**config.mk**
```make
export PLATFORM = sky130hd
export DESIGN_NAME = ble_adv_data_validator
export DESIGN_NICKNAME = d
export VERILOG_FILES = /design/src/sv/bav_pkg.sv /design/src/sv/bav_parser.sv /design/src/sv/ble_adv_data_validator.sv
export SDC_FILE = /design/constraint.sdc
export NUM_CORES = 1
export LEC_CHECK = 0
export ABC_AREA = 1
export BUFFER_PORTS_ARGS = -buffer_cell sky130_fd_sc_hd__buf_4
export CELL_PAD_IN_SITES_DETAIL_PLACEMENT = 0
export CELL_PAD_IN_SITES_GLOBAL_PLACEMENT = 1
export CORE_MARGIN = 2
export CORE_UTILIZATION = 48
export DETAILED_ROUTE_END_ITERATION = 16
export HOLD_SLACK_MARGIN = 0.15
export PLACE_DENSITY_LB_ADDON = 0.1
export RECOVER_POWER = 100
export REMOVE_ABC_BUFFERS = 1
export SYNTH_ARGS = -nofsm -noshare
export SYNTH_HDL_FRONTEND = slang
export SYNTH_SLANG_ARGS = --single-unit
export TNS_END_PERCENT = 1
```
**constraint.sdc**
```tcl
create_clock -name clk -period 7.85 [get_ports clk]
set_input_delay 1.57 -clock clk [delete_from_list [all_inputs] [get_ports clk]]
set_output_delay 1.57 -clock clk [all_outputs]
set_load 0.01 [all_outputs]
```
**src/sv/bav_pkg.sv**
```systemverilog
// Package for the advertising data validator.
// Holds the AD type codes, the parser's status struct and the length/type check.
// No dependencies.
package bav_pkg;

  localparam int ByteW = 8;
  localparam int CountW = 9;
  localparam logic [ByteW-1:0] MaxSizeReset = 8'd31;

  // AD type codes from the assigned numbers.
  localparam logic [ByteW-1:0] AdFlags = 8'h01;
  localparam logic [ByteW-1:0] AdUuid16Part = 8'h02;
  localparam logic [ByteW-1:0] AdUuid16Full = 8'h03;
  localparam logic [ByteW-1:0] AdNameShort = 8'h08;
  localparam logic [ByteW-1:0] AdNameFull = 8'h09;
  localparam logic [ByteW-1:0] AdTxPower = 8'h0A;
  localparam logic [ByteW-1:0] AdConnInterval = 8'h12;
  localparam logic [ByteW-1:0] AdServiceData16 = 8'h16;
  localparam logic [ByteW-1:0] AdManufacturer = 8'hFF;

  // Value sizes, exact or minimum, that the type checks demand.
  localparam logic [ByteW-1:0] SizeOne = 8'd1;
  localparam logic [ByteW-1:0] SizeConnInterval = 8'd5;
  localparam logic [ByteW-1:0] SizeServiceMin = 8'd3;

  typedef struct packed {
    logic done;   // the byte just taken closed a buffer
    logic valid;  // verdict for that buffer
  } bav_verdict_t;

  // True when a structure of length len and type ad_type is well formed.
  function automatic logic len_fits_type(input logic [ByteW-1:0] ad_type,
                                         input logic [ByteW-1:0] len,
                                         input logic [ByteW-1:0] max_size);
    logic [ByteW-1:0] vsize;
    logic ok;
    vsize = len - 8'd1;
    case (ad_type) inside
      AdFlags, AdTxPower: ok = (vsize == SizeOne);
      AdConnInterval: ok = (vsize == SizeConnInterval);
      AdUuid16Part, AdUuid16Full: ok = (vsize != '0) && !vsize[0];
      AdServiceData16: ok = (vsize >= SizeServiceMin);
      AdNameShort, AdNameFull, AdManufacturer: ok = (vsize >= SizeOne);
      default: ok = 1'b0;
    endcase
    if ((len == '0) || (({1'b0, len} + 9'd1) > {1'b0, max_size})) begin
      ok = 1'b0;
    end
    return ok;
  endfunction

endpackage

```
**src/sv/bav_parser.sv**
```systemverilog
// AD structure parser: holds the per-buffer parse state and updates it
// once per byte. Depends on bav_pkg.
module bav_parser (
  input  logic                      clk,
  input  logic                      rst,
  input  logic                      step,
  input  logic [bav_pkg::ByteW-1:0] byte_value,
  input  logic                      last_byte,
  input  logic [bav_pkg::ByteW-1:0] max_size,
  output bav_pkg::bav_verdict_t     verdict
);

  typedef enum logic [1:0] {
    PH_LEN  = 2'd0,
    PH_TYPE = 2'd1,
    PH_VAL  = 2'd2
  } phase_t;

  logic [bav_pkg::CountW-1:0] byte_count, byte_count_next;
  phase_t                     phase, phase_next;
  logic [bav_pkg::ByteW-1:0]  struct_length, struct_length_next;
  logic [bav_pkg::ByteW-1:0]  value_left, value_left_next;
  logic                       failed, failed_next;

  always_comb begin
    byte_count_next = (byte_count == '1) ? byte_count : byte_count + 9'd1;
    failed_next = failed || (byte_count_next > {1'b0, max_size});
    phase_next = phase;
    struct_length_next = struct_length;
    value_left_next = value_left;
    unique case (phase)
      PH_TYPE: begin
        if (!bav_pkg::len_fits_type(byte_value, struct_length, max_size)) begin
          failed_next = 1'b1;
        end
        value_left_next = struct_length - 8'd1;
        phase_next = (value_left_next == '0) ? PH_LEN : PH_VAL;
      end
      PH_VAL: begin
        value_left_next = value_left - 8'd1;
        if (value_left_next == '0) begin
          phase_next = PH_LEN;
        end
      end
      default: begin
        // A length byte that closes the buffer can never be followed by its type.
        if ((byte_value == '0) || (({1'b0, byte_value} + 9'd1) > {1'b0, max_size}) ||
            last_byte) begin
          failed_next = 1'b1;
        end
        struct_length_next = byte_value;
        phase_next = PH_TYPE;
      end
    endcase
  end

  assign verdict.done = step && last_byte;
  assign verdict.valid = !failed_next && (phase_next == PH_LEN);

  always_ff @(posedge clk) begin
    if (rst) begin
      byte_count <= '0;
      phase <= PH_LEN;
      struct_length <= '0;
      value_left <= '0;
      failed <= 1'b0;
    end else if (step) begin
      if (last_byte) begin
        byte_count <= '0;
        phase <= PH_LEN;
        struct_length <= '0;
        value_left <= '0;
        failed <= 1'b0;
      end else begin
        byte_count <= byte_count_next;
        phase <= phase_next;
        struct_length <= struct_length_next;
        value_left <= value_left_next;
        failed <= failed_next;
      end
    end
  end

endmodule

```
**src/sv/ble_adv_data_validator.sv**
```systemverilog
// Advertising data validator, top level: input register, parser and verdict register.
// A last byte is held in the input register, and its verdict is then stored in the
// verdict register that drives the output. Throughput: one byte per cycle; a byte that ends no
// buffer always moves on, and a last byte waits only while an earlier verdict is stalled.
// Reset (rst, synchronous) empties both registers, clears the parse state and
// sets max_size to 31. Depends on bav_pkg and bav_parser.
module ble_adv_data_validator (
  input  logic                      clk,
  input  logic                      rst,
  input  logic                      in_valid,
  output logic                      in_stall,
  input  logic [bav_pkg::ByteW-1:0] byte_value,
  input  logic                      last_byte,
  output logic                      out_valid,
  input  logic                      out_stall,
  output logic                      buffer_valid,
  input  logic                      cfg_valid,
  output logic                      cfg_ready,
  input  logic [bav_pkg::ByteW-1:0] max_size
);

  logic [bav_pkg::ByteW-1:0] max_size_reg;
  logic                      s1_valid;
  logic [bav_pkg::ByteW-1:0] s1_byte;
  logic                      s1_last;
  logic                      s1_step;
  logic                      in_take;
  bav_pkg::bav_verdict_t     verdict;

  assign cfg_ready = 1'b1;

  // A non-final byte never produces a result, so it can always move on.
  assign s1_step = s1_valid && (!s1_last || !out_valid || !out_stall);
  assign in_stall = s1_valid && !s1_step;
  assign in_take = in_valid && !in_stall;

  always_ff @(posedge clk) begin
    if (rst) begin
      max_size_reg <= bav_pkg::MaxSizeReset;
    end else if (cfg_valid && cfg_ready) begin
      max_size_reg <= max_size;
    end
  end

  always_ff @(posedge clk) begin
    if (rst) begin
      s1_valid <= 1'b0;
    end else if (in_take) begin
      s1_valid <= 1'b1;
    end else if (s1_step) begin
      s1_valid <= 1'b0;
    end
  end

  always_ff @(posedge clk) begin
    if (in_take) begin
      s1_byte <= byte_value;
      s1_last <= last_byte;
    end
  end

  bav_parser u_parser (
    .clk        (clk),
    .rst        (rst),
    .step       (s1_step),
    .byte_value (s1_byte),
    .last_byte  (s1_last),
    .max_size   (max_size_reg),
    .verdict    (verdict)
  );

  always_ff @(posedge clk) begin
    if (rst) begin
      out_valid <= 1'b0;
    end else if (verdict.done) begin
      out_valid <= 1'b1;
    end else if (!out_stall) begin
      out_valid <= 1'b0;
    end
  end

  always_ff @(posedge clk) begin
    if (verdict.done) begin
      buffer_valid <= verdict.valid;
    end
  end

endmodule
```
==> flow_results.org <==
** Route
- Via count normalized by instance count :: 5.049
- In the routed design, unresolved DRC markers number 0.
- Detailed-route wire length :: 7860 um
- Once detail routing completed, the nets flagged for antenna violations numbered 0.
- Number of DRC markers in iteration 0 :: 131
- Routed vias :: 3,014
- Number of search-and-repair iterations in the first detailed-routing pass :: 4
- Dividing the detail-routed wire length by the instance count gives 13.17 um.

** Timing
- Summed over all failing endpoints, the final setup total negative slack is 0 ps.
- Measured against its own limit, the worst slew margin works out to -7.922%.
- Worst hold slack :: 467.3 ps
- RSZ-0062 raised after global routing :: no
- Fmax :: 263.0 MHz
- Total count of max-transition violations in the final report :: 35
- Number of failing setup endpoints in the final timing report :: 0
- Actual slew at the worst max-slew pin :: 1619 ps
- Between clock sinks in the finished design, the worst skew comes to 6.811 ps.
- Counting I/O delays and the setup requirement, the final critical path takes 3802 ps.
- In the post-route analysis, the smallest setup slack over all paths is 4048 ps.
- Hold violation total from the final report :: 0
- Post-route fraction of the period consumed by the critical path :: 48.44%

** Run status
- Failing checks :: max-capacitance violations, max-slew violations
- The flow ran to the end, but the final reports show violations.

** Logic synthesis
- In the synthesized netlist the dominant register cell turns out to be sky130_fd_sc_hd__dfxtp_1.
- Top cells by area, synth :: sky130_fd_sc_hd__dfxtp_1, sky130_fd_sc_hd__ha_1, sky130_fd_sc_hd__nand2_1
- The biggest area contributor in the post-synthesis netlist is sky130_fd_sc_hd__dfxtp_1.
- Average instance area after synthesis :: 7.241 um^2
- Synth cell types :: 32
- After synthesis, the largest area contributor takes up 21.89% of total cell area.
- For this run, the number of Yosys warnings is 0.
- Post-synthesis sequential area ratio :: 30.53%
- Cell area after synthesis :: 3476 um^2
- Counting flops and latches in the post-synthesis netlist gives 48.
- Counting flops with an async set or reset pin after synthesis yields a share of 0%.
- Post-Synthesis Cells :: 480
- Counting flops with a built-in enable in the synthesized netlist gives 10.

** Floorplanning
- For this configuration, the core starts out at a cell density of 48.70%.
- Total Die Area :: 7938 um^2
- Placeable core region :: 7137 um^2
- I/O Pins :: 26
- Floorplan die height :: 89.10 um
- After floorplanning, the core was divided into 31 placement rows.
- The die is 89.10 um wide.

** Clock network
- Post-CTS setup buffers :: 0
- H-tree Lvls :: 2
- Clock-pin slew was measured on the worst setup and hold paths at 90 ps.
- TritonCTS built the clock tree.
- Hold buffers post-CTS :: 0
- Counting along the longest clock path gives a buffer depth of 2.
- Latest clock arrival within the worst-skew pair :: 300 ps
- Number of buffers inserted during clock tree synthesis :: 5
- TritonCTS sink count :: 48
- Buffer cell driving the clock tree root :: sky130_fd_sc_hd__clkbuf_8
- Post-CTS sizing :: 0

** Place
- Final Wtd Congestion :: 0.8426
- Number of I/O port buffers :: 24
- Placement Setup Slack :: 4074 ps
- After legalization and detailed placement, the total HPWL measured 6094 um.

** Layout
- The library cells used most frequently in the layout, excluding fill and tap cells, are sky130_fd_sc_hd__nand2_1, sky130_fd_sc_hd__inv_1, sky130_fd_sc_hd__a21oi_1, sky130_fd_sc_hd__ha_1, sky130_fd_sc_hd__dfxtp_1.
- In the final layout, the share of cells above drive strength 1 is 9.237%.
- The number of antenna diodes in the final layout is 0.
- The area growth from synthesis to layout is 8.927%.
- Cells fill 53.05% of the core in the end.
- Register bank with the most flops :: u_parser.byte_count
- Number of flip-flops under the largest register name :: 9
- At the end of the flow, the number of nets in the layout was 557.
- The library cell used most frequently in the layout, excluding fill and tap cells, is sky130_fd_sc_hd__nand2_1.
- After filler insertion, the fill cell instance count of the layout stands at 764.

** GRT
- Gr ovfl total :: 0
- All-Layer GR Usage :: 21.23%
- Global-route track usage on met2 :: 35.96%
- For met3 alone, demand over resource in global routing was 2.955%.
- Met1 track demand over resource :: 28.46%
- Most Used Layer, Global Route :: met2
- Largest net degree at the start of global routing :: 35
- Via count of the first global-routing pass :: 2,806
- The number of antenna violations at the first check in global routing came to 0.
- The first global-routing pass estimated 13,140 um of wire.

** Worst setup path
- Type of the setup path with the least slack :: input pin to primary output
- The worst setup path is captured at a primary output.
- STA classifies the critical path startpoint as an input pin.
- Worst endpoint required time :: 6280 ps
- Data on the critical path arrives at its endpoint at 2230 ps.
- Register-to-register path setup slack :: 4530 ps
- Of all nets on the critical path, the largest fanout is 3.

** Power and ir drop
- Power comes to 0.5761 mW.
- For this design the ratio of total power to cell area is 152.2 nW/um^2.
- Peak ir drop on the vdd network :: 0.1112 mV
- Summed over all cells, the static leakage comes to 1.682 nW.

** Hold path
- In this run the worst hold path is classified as flip-flop to flip-flop.

** Job
- Max-cap violations in this run came to 1.
==> synth_stat cells (8+ instances only) <==
| master | n |
|---|---|
| sky130_fd_sc_hd__dfxtp_1 | 38 |
| sky130_fd_sc_hd__ha_1 | 38 |
| sky130_fd_sc_hd__nor3_1 | 12 |
| sky130_fd_sc_hd__nand3_1 | 24 |
| sky130_fd_sc_hd__nand2_1 | 111 |
| sky130_fd_sc_hd__nor2_1 | 33 |
| sky130_fd_sc_hd__a21oi_1 | 50 |
| sky130_fd_sc_hd__o21ai_0 | 21 |
| sky130_fd_sc_hd__xor2_1 | 17 |
| sky130_fd_sc_hd__inv_1 | 63 |
| sky130_fd_sc_hd__edfxtp_1 | 10 |
| sky130_fd_sc_hd__nand4_1 | 8 |
==> layer usage <==
layer,vias up,share of wire [%]
met4,0,1.5
li1,1597,-
met3,10,2.8
met5,-,0
met1,1371,49
met2,36,46
==> critical path, stage by stage <==
cell and delay (ps):
sky130_fd_sc_hd__clkbuf_4 100, sky130_fd_sc_hd__nand2_1 40, sky130_fd_sc_hd__inv_1 70, sky130_fd_sc_hd__nand2_1 70, sky130_fd_sc_hd__nor2_1 210, sky130_fd_sc_hd__clkbuf_1 180
==> where the power goes <==
part	leakage, nW	switching (mW)	internal [mW]	total (mW)
combinational	1.21	0.0567	0.0361	0.0928
clock	0.0654	0.0850	0.127	0.212
sequential	0.407	0.00992	0.261	0.271
total	1.68	0.152	0.424	0.576
==> cell type report <==
type | count | area, um^2 | area share (%)
sequential | 48 | 1061 | 28.02
clock buffer | 6 | 72.57 | 1.917
clock inverter | 2 | 60.06 | 1.586
tap | 99 | 123.9 | 3.272
multi-input combinational | 355 | 2067 | 54.59
inverter | 63 | 236.5 | 6.246
timing repair buffer | 24 | 165.2 | 4.362
==> per-stage QoR <==
stage / instances / instance area (um^2)
3_3_place_gp: 589 / 3672
4_1_cts: 597 / 3805
5_1_grt: 597 / 3786
3_5_place_dp: 589 / 3672
2_1_floorplan: 466 / 3368
6_report: 597 / 3786
==> worst paths after layout <==
check	endpoint	start	depth (start not counted)
worst max-delay path	in_stall	out_stall	6
worst min-delay path	u_parser.value_left[1]	u_parser.value_left[1]	2
worst max register to register	buffer_valid	u_parser.byte_count[0]	19
worst min register to register	u_parser.value_left[1]	u_parser.value_left[1]	2
==> logic make-up after synthesis <==
kind of cell / after synthesis / synth area share (%)
xor gates and xnor gates: 23 / 5.795
AOI/OAI and AO/OA: 86 / 13.54
DFF: 48 / 30.53
adders and majority gates: 38 / 13.68
buffers and inverters: 77 / 9.899
and+or+nand+nor: 207 / 26.46
other: 1 / 0.1079
No activity file was read; power rests on OpenSTA's default activity.
